--- config.mk ---
export PLATFORM = sky130hd
export DESIGN_NAME = nibble_match_cipher_nlfsr_unit
export DESIGN_NICKNAME = d
export VERILOG_FILES = /design/src/rtl/nmc_pkg.sv /design/src/rtl/nmc_nlfsr.sv /design/src/rtl/nmc_outreg.sv /design/src/rtl/nibble_match_cipher_nlfsr_unit.sv
export VERILOG_INCLUDE_DIRS = /design/src /design/src/rtl
export SDC_FILE = /design/constraint.sdc
export NUM_CORES = 1
export LEC_CHECK = 0
export ABC_AREA = 1
export ABC_CLOCK_PERIOD_IN_PS = 2450
export BUFFER_PORTS_ARGS = -buffer_cell sky130_fd_sc_hd__clkbuf_2
export CORE_MARGIN = 4
export CORE_UTILIZATION = 55
export DETAILED_ROUTE_END_ITERATION = 7
export GPL_ROUTABILITY_DRIVEN = 0
export PLACE_DENSITY = 0.74
export SLEW_MARGIN = 5
export SYNTH_ARGS = -nofsm -noshare
export SYNTH_HDL_FRONTEND = slang
export SYNTH_HIERARCHICAL = 1
export SYNTH_SLANG_ARGS = --single-unit
--- constraint.sdc ---
create_clock -name clk -period 2.45 [get_ports clk]
set_input_delay 0.1225 -clock clk [delete_from_list [all_inputs] [get_ports clk]]
set_output_delay 0.1225 -clock clk [all_outputs]
set_load 0.01 [all_outputs]
--- src/rtl/nibble_match_cipher_nlfsr_unit_macros.svh ---
// assertion macros shared by the cipher unit (sampled on clk, disabled while arst_n is low)
`ifndef NIBBLE_MATCH_CIPHER_NLFSR_UNIT_MACROS_SVH
`define NIBBLE_MATCH_CIPHER_NLFSR_UNIT_MACROS_SVH

// same-cycle implication
`define NMC_ASSERT_IMP(lbl, ante, cons, msg) \
	lbl: assert property (@(posedge clk) disable iff (!arst_n) (ante) |-> (cons)) \
		else $error(msg);

// next-cycle implication
`define NMC_ASSERT_NXT(lbl, ante, cons, msg) \
	lbl: assert property (@(posedge clk) disable iff (!arst_n) (ante) |=> (cons)) \
		else $error(msg);

`endif

--- src/rtl/nmc_pkg.sv ---
// shared constants, types and table functions of the nibble match cipher
`default_nettype none
package nmc_pkg;

	// keystream register geometry and feedback taps
	localparam int unsigned REG_BITS = 24;
	localparam logic [REG_BITS-1:0] LIN_TAPS = 24'h008303;
	localparam logic [REG_BITS-1:0] KEY_RESET = 24'hAAAAAA;

	// fail counter and result cap
	localparam int unsigned FAIL_LIMIT_DEF = 32;
	localparam int unsigned FAIL_W = 5;
	localparam int unsigned MAX_RESULTS = 64;
	localparam int unsigned RES_W = 6;

	// configuration register indexes
	localparam int unsigned CFG_IDX_W = 1;
	localparam logic [CFG_IDX_W-1:0] CFG_DECIPHER = 1'b0;
	localparam logic [CFG_IDX_W-1:0] CFG_SECRET_KEY = 1'b1;

	// codeword values
	localparam logic [7:0] CODE_OVERFLOW = 8'hFF;
	localparam logic [2:0] CODE_MAX_VALID = 3'd4;

	// one result transfer
	typedef struct packed {
		logic [7:0] out_byte;
		logic       last_of_run;
		logic       error_flag;
	} result_t;

	// four register steps; the keystream nibble of these steps is s[4:1]
	function automatic logic [REG_BITS-1:0] nlfsr_step4(input logic [REG_BITS-1:0] s);
		logic [REG_BITS-1:0] r;
		logic fb;
		r = s;
		for (int i = 0; i < 4; i++) begin
			fb = (^(r & LIN_TAPS)) ^ (r[17] & r[18]);
			r = {fb, r[REG_BITS-1:1]};
		end
		return r;
	endfunction

	// difference of weight zero or one
	function automatic logic near_f(input logic [3:0] diff);
		unique case (diff)
			4'h0, 4'h1, 4'h2, 4'h4, 4'h8: return 1'b1;
			default: return 1'b0;
		endcase
	endfunction

	// discrepancy code of a near difference
	function automatic logic [2:0] code_of_diff_f(input logic [3:0] diff);
		unique case (diff)
			4'h1: return 3'd1;
			4'h2: return 3'd2;
			4'h4: return 3'd3;
			4'h8: return 3'd4;
			default: return 3'd0;
		endcase
	endfunction

	// correction nibble of a discrepancy code
	function automatic logic [3:0] diff_of_code_f(input logic [2:0] code);
		unique case (code)
			3'd1: return 4'h1;
			3'd2: return 4'h2;
			3'd3: return 4'h4;
			3'd4: return 4'h8;
			default: return 4'h0;
		endcase
	endfunction

endpackage
`default_nettype wire

--- src/rtl/nmc_nlfsr.sv ---
// keystream generator: 24-bit nonlinear shift register advanced one nibble per cycle while advance is high
`default_nettype none
module nmc_nlfsr (
	input  wire logic                         clk,
	input  wire logic                         arst_n,
	input  wire logic                         load,
	input  wire logic [nmc_pkg::REG_BITS-1:0] key,
	input  wire logic                         advance,
	output logic      [3:0]                   nib,
	output logic      [nmc_pkg::REG_BITS-1:0] ks_state
);
	import nmc_pkg::*;

	logic [REG_BITS-1:0] ks_q;

	// reload on message start, otherwise four steps per advance
	always_ff @(posedge clk or negedge arst_n) begin
		if (!arst_n) begin
			ks_q <= KEY_RESET;
		end else if (load) begin
			ks_q <= key;
		end else if (advance) begin
			ks_q <= nlfsr_step4(ks_q);
		end
	end

	// first keystream bit in the lsb
	assign nib      = ks_q[4:1];
	assign ks_state = ks_q;

endmodule
`default_nettype wire

--- src/rtl/nmc_outreg.sv ---
// output holding register between the sequencer and the result channel
`default_nettype none
module nmc_outreg (
	input  wire logic             clk,
	input  wire logic             arst_n,
	input  wire logic             load,
	input  wire nmc_pkg::result_t din,
	input  wire logic             out_ready,
	output logic                  out_valid,
	output nmc_pkg::result_t      dout,
	output logic                  free
);
	import nmc_pkg::*;

	logic    valid_q;
	result_t data_q;

	// slot can take a result when empty or being drained this cycle
	assign free = !valid_q || out_ready;

	always_ff @(posedge clk or negedge arst_n) begin
		if (!arst_n) begin
			valid_q <= 1'b0;
		end else if (load) begin
			valid_q <= 1'b1;
		end else if (out_ready) begin
			valid_q <= 1'b0;
		end
	end

	// payload
	always_ff @(posedge clk) begin
		if (load) begin
			data_q <= din;
		end
	end

	assign out_valid = valid_q;
	assign dout      = data_q;

endmodule
`default_nettype wire

--- src/rtl/nibble_match_cipher_nlfsr_unit.sv ---
// top level of the nibble match byte cipher with its sequencer and config registers
//
// Input channel in_valid/in_ready carries in_byte and start_message; a set
// start_message reloads the keystream register from secret_key and clears the
// nibble phase before the byte is worked on. in_ready is high only while the
// sequencer is idle, so one byte is in work at a time.
// Result channel out_valid/out_ready carries out_byte, last_of_run, error_flag
// from a one-entry output register; the next byte is taken while a result waits.
// Config: cfg_we writes cfg_data into register cfg_index (0 decipher select,
// 1 secret_key) at once; write only while idle.
// Timing: the keystream register yields one nibble per cycle while the sequencer
// is in a mask, draw or discard state. A nibble of encrypt passes S_MASK_HI,
// S_MASK_LO, S_ENC_DRAW until a match (about 3.2 draws per match) and S_EMIT;
// an overflow codeword adds S_EMIT and a fresh mask. A decrypt byte passes
// S_IDLE, both mask states and S_DEC_DRAW up to the fail count in its codeword,
// plus S_EMIT on the low nibble; an overflow codeword runs S_DISCARD for
// FAIL_LIMIT nibbles. A stalled receiver holds S_EMIT until the output register frees up.
// Reset clears all state but the output payload; secret_key returns to 0xAAAAAA, the mode to encrypt.
`default_nettype none
`include "nibble_match_cipher_nlfsr_unit_macros.svh"
module nibble_match_cipher_nlfsr_unit #(
	parameter int unsigned FAIL_LIMIT = nmc_pkg::FAIL_LIMIT_DEF
) (
	input  wire logic                          clk,
	input  wire logic                          arst_n,
	input  wire logic                          in_valid,
	output logic                               in_ready,
	input  wire logic [7:0]                    in_byte,
	input  wire logic                          start_message,
	output logic                               out_valid,
	input  wire logic                          out_ready,
	output logic      [7:0]                    out_byte,
	output logic                               last_of_run,
	output logic                               error_flag,
	input  wire logic                          cfg_we,
	input  wire logic [nmc_pkg::CFG_IDX_W-1:0] cfg_index,
	input  wire logic [nmc_pkg::REG_BITS-1:0]  cfg_data
);
	import nmc_pkg::*;

	typedef enum logic [2:0] {
		S_IDLE,
		S_MASK_HI,
		S_MASK_LO,
		S_ENC_DRAW,
		S_DEC_DRAW,
		S_DISCARD,
		S_EMIT
	} state_t;

	// configuration registers
	logic                decipher_q;
	logic [REG_BITS-1:0] secret_key_q;

	// sequencer state
	state_t            state_q;
	state_t            nxt_q;
	logic [7:0]        byte_q;
	logic [7:0]        mask_q;
	logic [7:0]        code_q;
	logic [FAIL_W-1:0] cnt_q;
	logic              half_q;
	logic              dead_q;
	logic [RES_W-1:0]  res_cnt_q;
	logic              phase_q;
	logic [3:0]        held_q;
	logic              held_err_q;
	result_t           pend_q;

	// datapath wires
	logic                in_xfer;
	logic                ks_load;
	logic                ks_adv;
	logic [3:0]          nib;
	logic [REG_BITS-1:0] ks_state;
	logic [7:0]          code_now;
	logic [3:0]          x_nib;
	logic [3:0]          diff;
	logic                is_near;
	logic [7:0]          enc_val;
	logic [7:0]          ovf_val;
	logic [2:0]          dcode;
	logic                bad_code;
	logic [3:0]          xn;
	logic                last_fail;
	logic                cap_hit;
	logic                out_free;
	logic                out_load;
	result_t             out_data;

	assign in_ready = (state_q == S_IDLE);
	assign in_xfer  = in_valid && in_ready;
	assign ks_load  = in_xfer && start_message;
	assign ks_adv   = (state_q == S_MASK_HI) || (state_q == S_MASK_LO)
		|| (state_q == S_ENC_DRAW) || (state_q == S_DEC_DRAW) || (state_q == S_DISCARD);
	assign out_load = (state_q == S_EMIT) && out_free;

	nmc_nlfsr u_nlfsr (
		.clk      (clk),
		.arst_n   (arst_n),
		.load     (ks_load),
		.key      (secret_key_q),
		.advance  (ks_adv),
		.nib      (nib),
		.ks_state (ks_state)
	);

	nmc_outreg u_outreg (
		.clk       (clk),
		.arst_n    (arst_n),
		.load      (out_load),
		.din       (pend_q),
		.out_ready (out_ready),
		.out_valid (out_valid),
		.dout      (out_data),
		.free      (out_free)
	);

	assign out_byte    = out_data.out_byte;
	assign last_of_run = out_data.last_of_run;
	assign error_flag  = out_data.error_flag;

	// per-nibble datapath
	always_comb begin
		code_now  = byte_q ^ {mask_q[7:4], nib};
		x_nib     = half_q ? byte_q[3:0] : byte_q[7:4];
		diff      = x_nib ^ nib;
		is_near   = near_f(diff);
		enc_val   = {cnt_q, code_of_diff_f(diff)} ^ mask_q;
		ovf_val   = CODE_OVERFLOW ^ mask_q;
		dcode     = code_q[2:0];
		bad_code  = dcode > CODE_MAX_VALID;
		xn        = bad_code ? nib : (nib ^ diff_of_code_f(dcode));
		last_fail = cnt_q == FAIL_W'(FAIL_LIMIT - 1);
		cap_hit   = res_cnt_q == RES_W'(MAX_RESULTS - 1);
	end

	// configuration writes
	always_ff @(posedge clk or negedge arst_n) begin
		if (!arst_n) begin
			decipher_q   <= 1'b0;
			secret_key_q <= KEY_RESET;
		end else if (cfg_we) begin
			unique case (cfg_index)
				CFG_DECIPHER:   decipher_q   <= cfg_data[0];
				CFG_SECRET_KEY: secret_key_q <= cfg_data;
			endcase
		end
	end

	// sequencer
	always_ff @(posedge clk or negedge arst_n) begin
		if (!arst_n) begin
			state_q    <= S_IDLE;
			nxt_q      <= S_IDLE;
			byte_q     <= '0;
			mask_q     <= '0;
			code_q     <= '0;
			cnt_q      <= '0;
			half_q     <= 1'b0;
			dead_q     <= 1'b0;
			res_cnt_q  <= '0;
			phase_q    <= 1'b0;
			held_q     <= '0;
			held_err_q <= 1'b0;
			pend_q     <= '0;
		end else begin
			unique case (state_q)
				S_IDLE: begin
					if (in_xfer) begin
						byte_q    <= in_byte;
						half_q    <= 1'b0;
						dead_q    <= 1'b0;
						res_cnt_q <= '0;
						if (start_message) begin
							phase_q    <= 1'b0;
							held_q     <= '0;
							held_err_q <= 1'b0;
						end
						state_q <= S_MASK_HI;
					end
				end
				S_MASK_HI: begin
					mask_q[7:4] <= nib;
					state_q     <= S_MASK_LO;
				end
				S_MASK_LO: begin
					mask_q[3:0] <= nib;
					cnt_q       <= '0;
					if (!decipher_q) begin
						state_q <= S_ENC_DRAW;
					end else if (code_now == CODE_OVERFLOW) begin
						state_q <= S_DISCARD;
					end else begin
						code_q  <= code_now;
						state_q <= S_DEC_DRAW;
					end
				end
				S_ENC_DRAW: begin
					priority if (is_near) begin
						// match: result of this nibble, or stop past the cap
						cnt_q <= '0;
						if (dead_q) begin
							state_q <= S_IDLE;
						end else begin
							pend_q.out_byte    <= enc_val;
							pend_q.last_of_run <= half_q || cap_hit;
							pend_q.error_flag  <= cap_hit && !half_q;
							dead_q             <= cap_hit && !half_q;
							res_cnt_q          <= res_cnt_q + 1'b1;
							half_q             <= 1'b1;
							nxt_q              <= half_q ? S_IDLE : S_MASK_HI;
							state_q            <= S_EMIT;
						end
					end else if (last_fail) begin
						// fail limit reached: overflow codeword, then a fresh mask
						cnt_q <= '0;
						if (dead_q) begin
							state_q <= S_IDLE;
						end else begin
							pend_q.out_byte    <= ovf_val;
							pend_q.last_of_run <= cap_hit;
							pend_q.error_flag  <= cap_hit;
							dead_q             <= cap_hit;
							res_cnt_q          <= res_cnt_q + 1'b1;
							nxt_q              <= S_MASK_HI;
							state_q            <= S_EMIT;
						end
					end else begin
						cnt_q <= cnt_q + 1'b1;
					end
				end
				S_DEC_DRAW: begin
					if (cnt_q == code_q[7:3]) begin
						if (!phase_q) begin
							held_q     <= xn;
							held_err_q <= bad_code;
							phase_q    <= 1'b1;
							state_q    <= S_IDLE;
						end else begin
							pend_q.out_byte    <= {held_q, xn};
							pend_q.last_of_run <= 1'b1;
							pend_q.error_flag  <= bad_code || held_err_q;
							phase_q            <= 1'b0;
							held_err_q         <= 1'b0;
							nxt_q              <= S_IDLE;
							state_q            <= S_EMIT;
						end
					end else begin
						cnt_q <= cnt_q + 1'b1;
					end
				end
				S_DISCARD: begin
					// overflow codeword skips a full run of keystream nibbles
					if (last_fail) begin
						state_q <= S_IDLE;
					end else begin
						cnt_q <= cnt_q + 1'b1;
					end
				end
				S_EMIT: begin
					if (out_free) begin
						state_q <= nxt_q;
					end
				end
				default: begin
					state_q <= S_IDLE;
				end
			endcase
		end
	end

	// checks
	`NMC_ASSERT_IMP(a_err_is_last, out_valid && error_flag, last_of_run, "error result not last of run")
	`NMC_ASSERT_IMP(a_cap_result_flagged, state_q == S_EMIT && dead_q, pend_q.error_flag && pend_q.last_of_run, "capped result lacks error and last")
	`NMC_ASSERT_NXT(a_key_reload, ks_load, ks_state == $past(secret_key_q), "keystream not reloaded from key")

endmodule
`default_nettype wire
==> metrics.yaml <==
firstDrtPassIters: 6
grt_usage_pct: 25.0
maxSlewHeadroom_pct: 31.8
ant_nets: 0
row_count: 38
syn_avg_cell_area_um2: 8.20
clk_path_buf_depth: 2
syn_nets: 813
finalSetupTns_ps: 0
fin_crit_sh_pct: 91.0
finClkSkew_ps: 8.10
root_buffer: "clkbuf_16"
grt_pass1_vias: 5388
htree_num_levels: 4
ys_top_cells_by_area: "dfrtp_1 (33%), nand2_1 (17%), dfstp_2 (10%)"
layout.nets: 908
dieWidth_um: 115
die_y_um: 115
antennaDiodeCount: 0
clock.fmax_mhz: 448
fin_crit_ps: 2230
detail_route.wl_per_cell_um: 15.0
yosys_warnings: 6
area_delta_synth_final_pct: 20.5
port_buffers: 50
drt_iter0_drc: 480
drv_cap: 0
peakVddDrop_uv: 815
mostFrequentLayoutCell: "nand2_1"
ys_seq_area_share_pct: 47.7
mostFrequentLayoutCells: "nand2_1 (279), dfrtp_1 (83), inv_1 (73), nand3_1 (59), clkbuf_2 (49)"
ios: 51
hp-class: "in -> reg"
clkSinkCount: 117
critical_path_class: "reg -> reg"
yosys.area.top_type_share_pct: 32.9
crit_path_end_kind: "flop"
drv_slew: 0
synth_cells: 769
wirelength_um: 15300
grt_max_degree: 49
postCtsSetupBuffers: 0
antenna_found_initial: 0
core-area_mm2: 0.0110
rsz0062_at_grt: "no"
synth_top_cell_by_area: "dfrtp_1"
required_ps: 2750
grt-ovfl-total: 0
cts_tree: "yes"
via_per_inst: 5.41
hold_viol_final: 0
numCtsBuffers: 17
initial_core_util_pct: 57.2
drive_above_1_share_pct: 21.4
leakagePower_nw: 3.82
setup_viol: 0
grt_first_pass_wirelength_um: 25700
powerDensity_mw_per_mm2: 1270
vias: 5504
drc: 0
synth-seq-cells: 117
fp.dieArea_mm2: 0.0132
syn-cell-area_mm2: 0.00631
tightest_slew_ps: 1020
synth.distinct_cells: 41
dpl.hpwl_um: 11000
arrival_ps: 2530
status: "complete, no violations"
insertion_delay_ps: 420
totalPowerFinal_w: 0.00968
crit_path_start_kind: "flop"
path_max_fanout: 13
path_clk_slew_ps: 50
==> cells by family after synthesis <==
| group | Yosys count | share of synthesized area (%) |
|---|---|---|
| xor+xnor | 22 | 3.06 |
| flops | 117 | 47.7 |
| fa+ha+maj | 5 | 0.992 |
| mux | 23 | 4.11 |
| buf+inv | 113 | 7.96 |
| compound gates | 88 | 9.46 |
| simple gates | 401 | 26.7 |
==> where the power goes <==
part	internal, W	switching, W
registers	0.00265	0.000580
logic	0.00141	0.00270
clock network	0.00149	0.000850
total	0.00555	0.00413
==> synth_stat cells, drive strengths merged <==
cell type,count
edfxtp,10
mux2,23
nand4,3
a21boi,2
o221ai,6
inv,90
dfstp,24
xnor2,6
ha,5
buf,19
o22ai,3
nor2,38
nand2,288
a22oi,9
o21ai,39
a211oi,1
clkbuf,4
nand3,61
nor4,1
o211ai,9
dfrtp,83
a31oi,2
xor2,16
nor3,10
a21oi,17
==> metrics by stage <==
stage          util, %  instance area [um^2]  setup slack, ps  std cells  hold slack [ps]
2_1_floorplan        -                  6310              497        769             -173
3_3_place_gp      60.5                  6670              374        949              170
3_5_place_dp      60.5                  6670              225        949              174
4_1_cts           68.9                  7600              210       1017              169
5_1_grt           68.9                  7600             34.6       1017              201
6_report          68.9                  7600              220       1017              186
==> worst max-delay path, cell delays in order, from the launching register on <==
cell and delay (ps):
dfrtp_1 600, inv_2 160, nand2_1 110, nand2_1 50
nand2_1 50, nand2_1 80, nor2_1 130, nand3_2 230
nand4_2 240, nand3_2 260, nand2_1 140, o21ai_2 50
==> registers in the layout, indices dropped and copies added (netlist names), 3 cells and up <==
register          cells
held_q                4
mask_q                8
code_q                8
secret_key_q         24
state_q               3
res_cnt_q             6
u_outreg/dout        10
pend_q               10
cnt_q                 5
byte_q                8
u_nlfsr/ks_state     24
==> path summary, 6_finish.rpt <==
| kind | start | endpoint | slack (ps) | depth (start not counted) |
|---|---|---|---|---|
| worst min register to register | pend_q[2]$_DFFE_PN0P_ | u_outreg/dout[2]$_DFFE_PP_ | 450 | 0 |
| worst max-delay path | half_q$_DFFE_PN0P_ | nxt_q[0]$_DFFE_PN0P_ | 220 | 11 |
| worst max register to register | half_q$_DFFE_PN0P_ | nxt_q[0]$_DFFE_PN0P_ | 220 | 11 |
| max in group asynchronous | arst_n | u_nlfsr/ks_state[3]$_DFFE_PN1P_ | 1380 | 3 |
| min in group asynchronous | arst_n | res_cnt_q[3]$_DFFE_PN0P_ | 270 | 2 |
| worst min-delay path | start_message | held_q[3]$_DFFE_PN0P_ | 190 | 5 |
==> metal layers <==
| metal | share of wire (%) | global-route usage (%) | vias to the layer above | routed length, um |
|---|---|---|---|---|
| met2 | 47 | 39.9 | 207 | 7130 |
| li1 | - | - | 2660 | - |
| met4 | 2.7 | 11.5 | 0 | 418 |
| met3 | 7.4 | 5.79 | 38 | 1130 |
| met5 | 0 | 0 | - | 0 |
| met1 | 43 | 32.6 | 2599 | 6610 |
==> area by class of cell <==
class	count	area [um^2]
fillers	869	3430
flip-flops and latches	117	3010
multi-input cells	539	2800
repair buffers	99	711
clock buffers	23	489
inverters	90	343
well taps	140	175
clock inverters	9	75.1
==> what timing repair did <==
item,4_1_cts,5_1_grt
hold buffers,36,0
setup endpoints to repair,0,2
endpoints found under the hold margin,72,0
resized for setup,0,2
No activity file was read; power rests on OpenSTA's default activity.
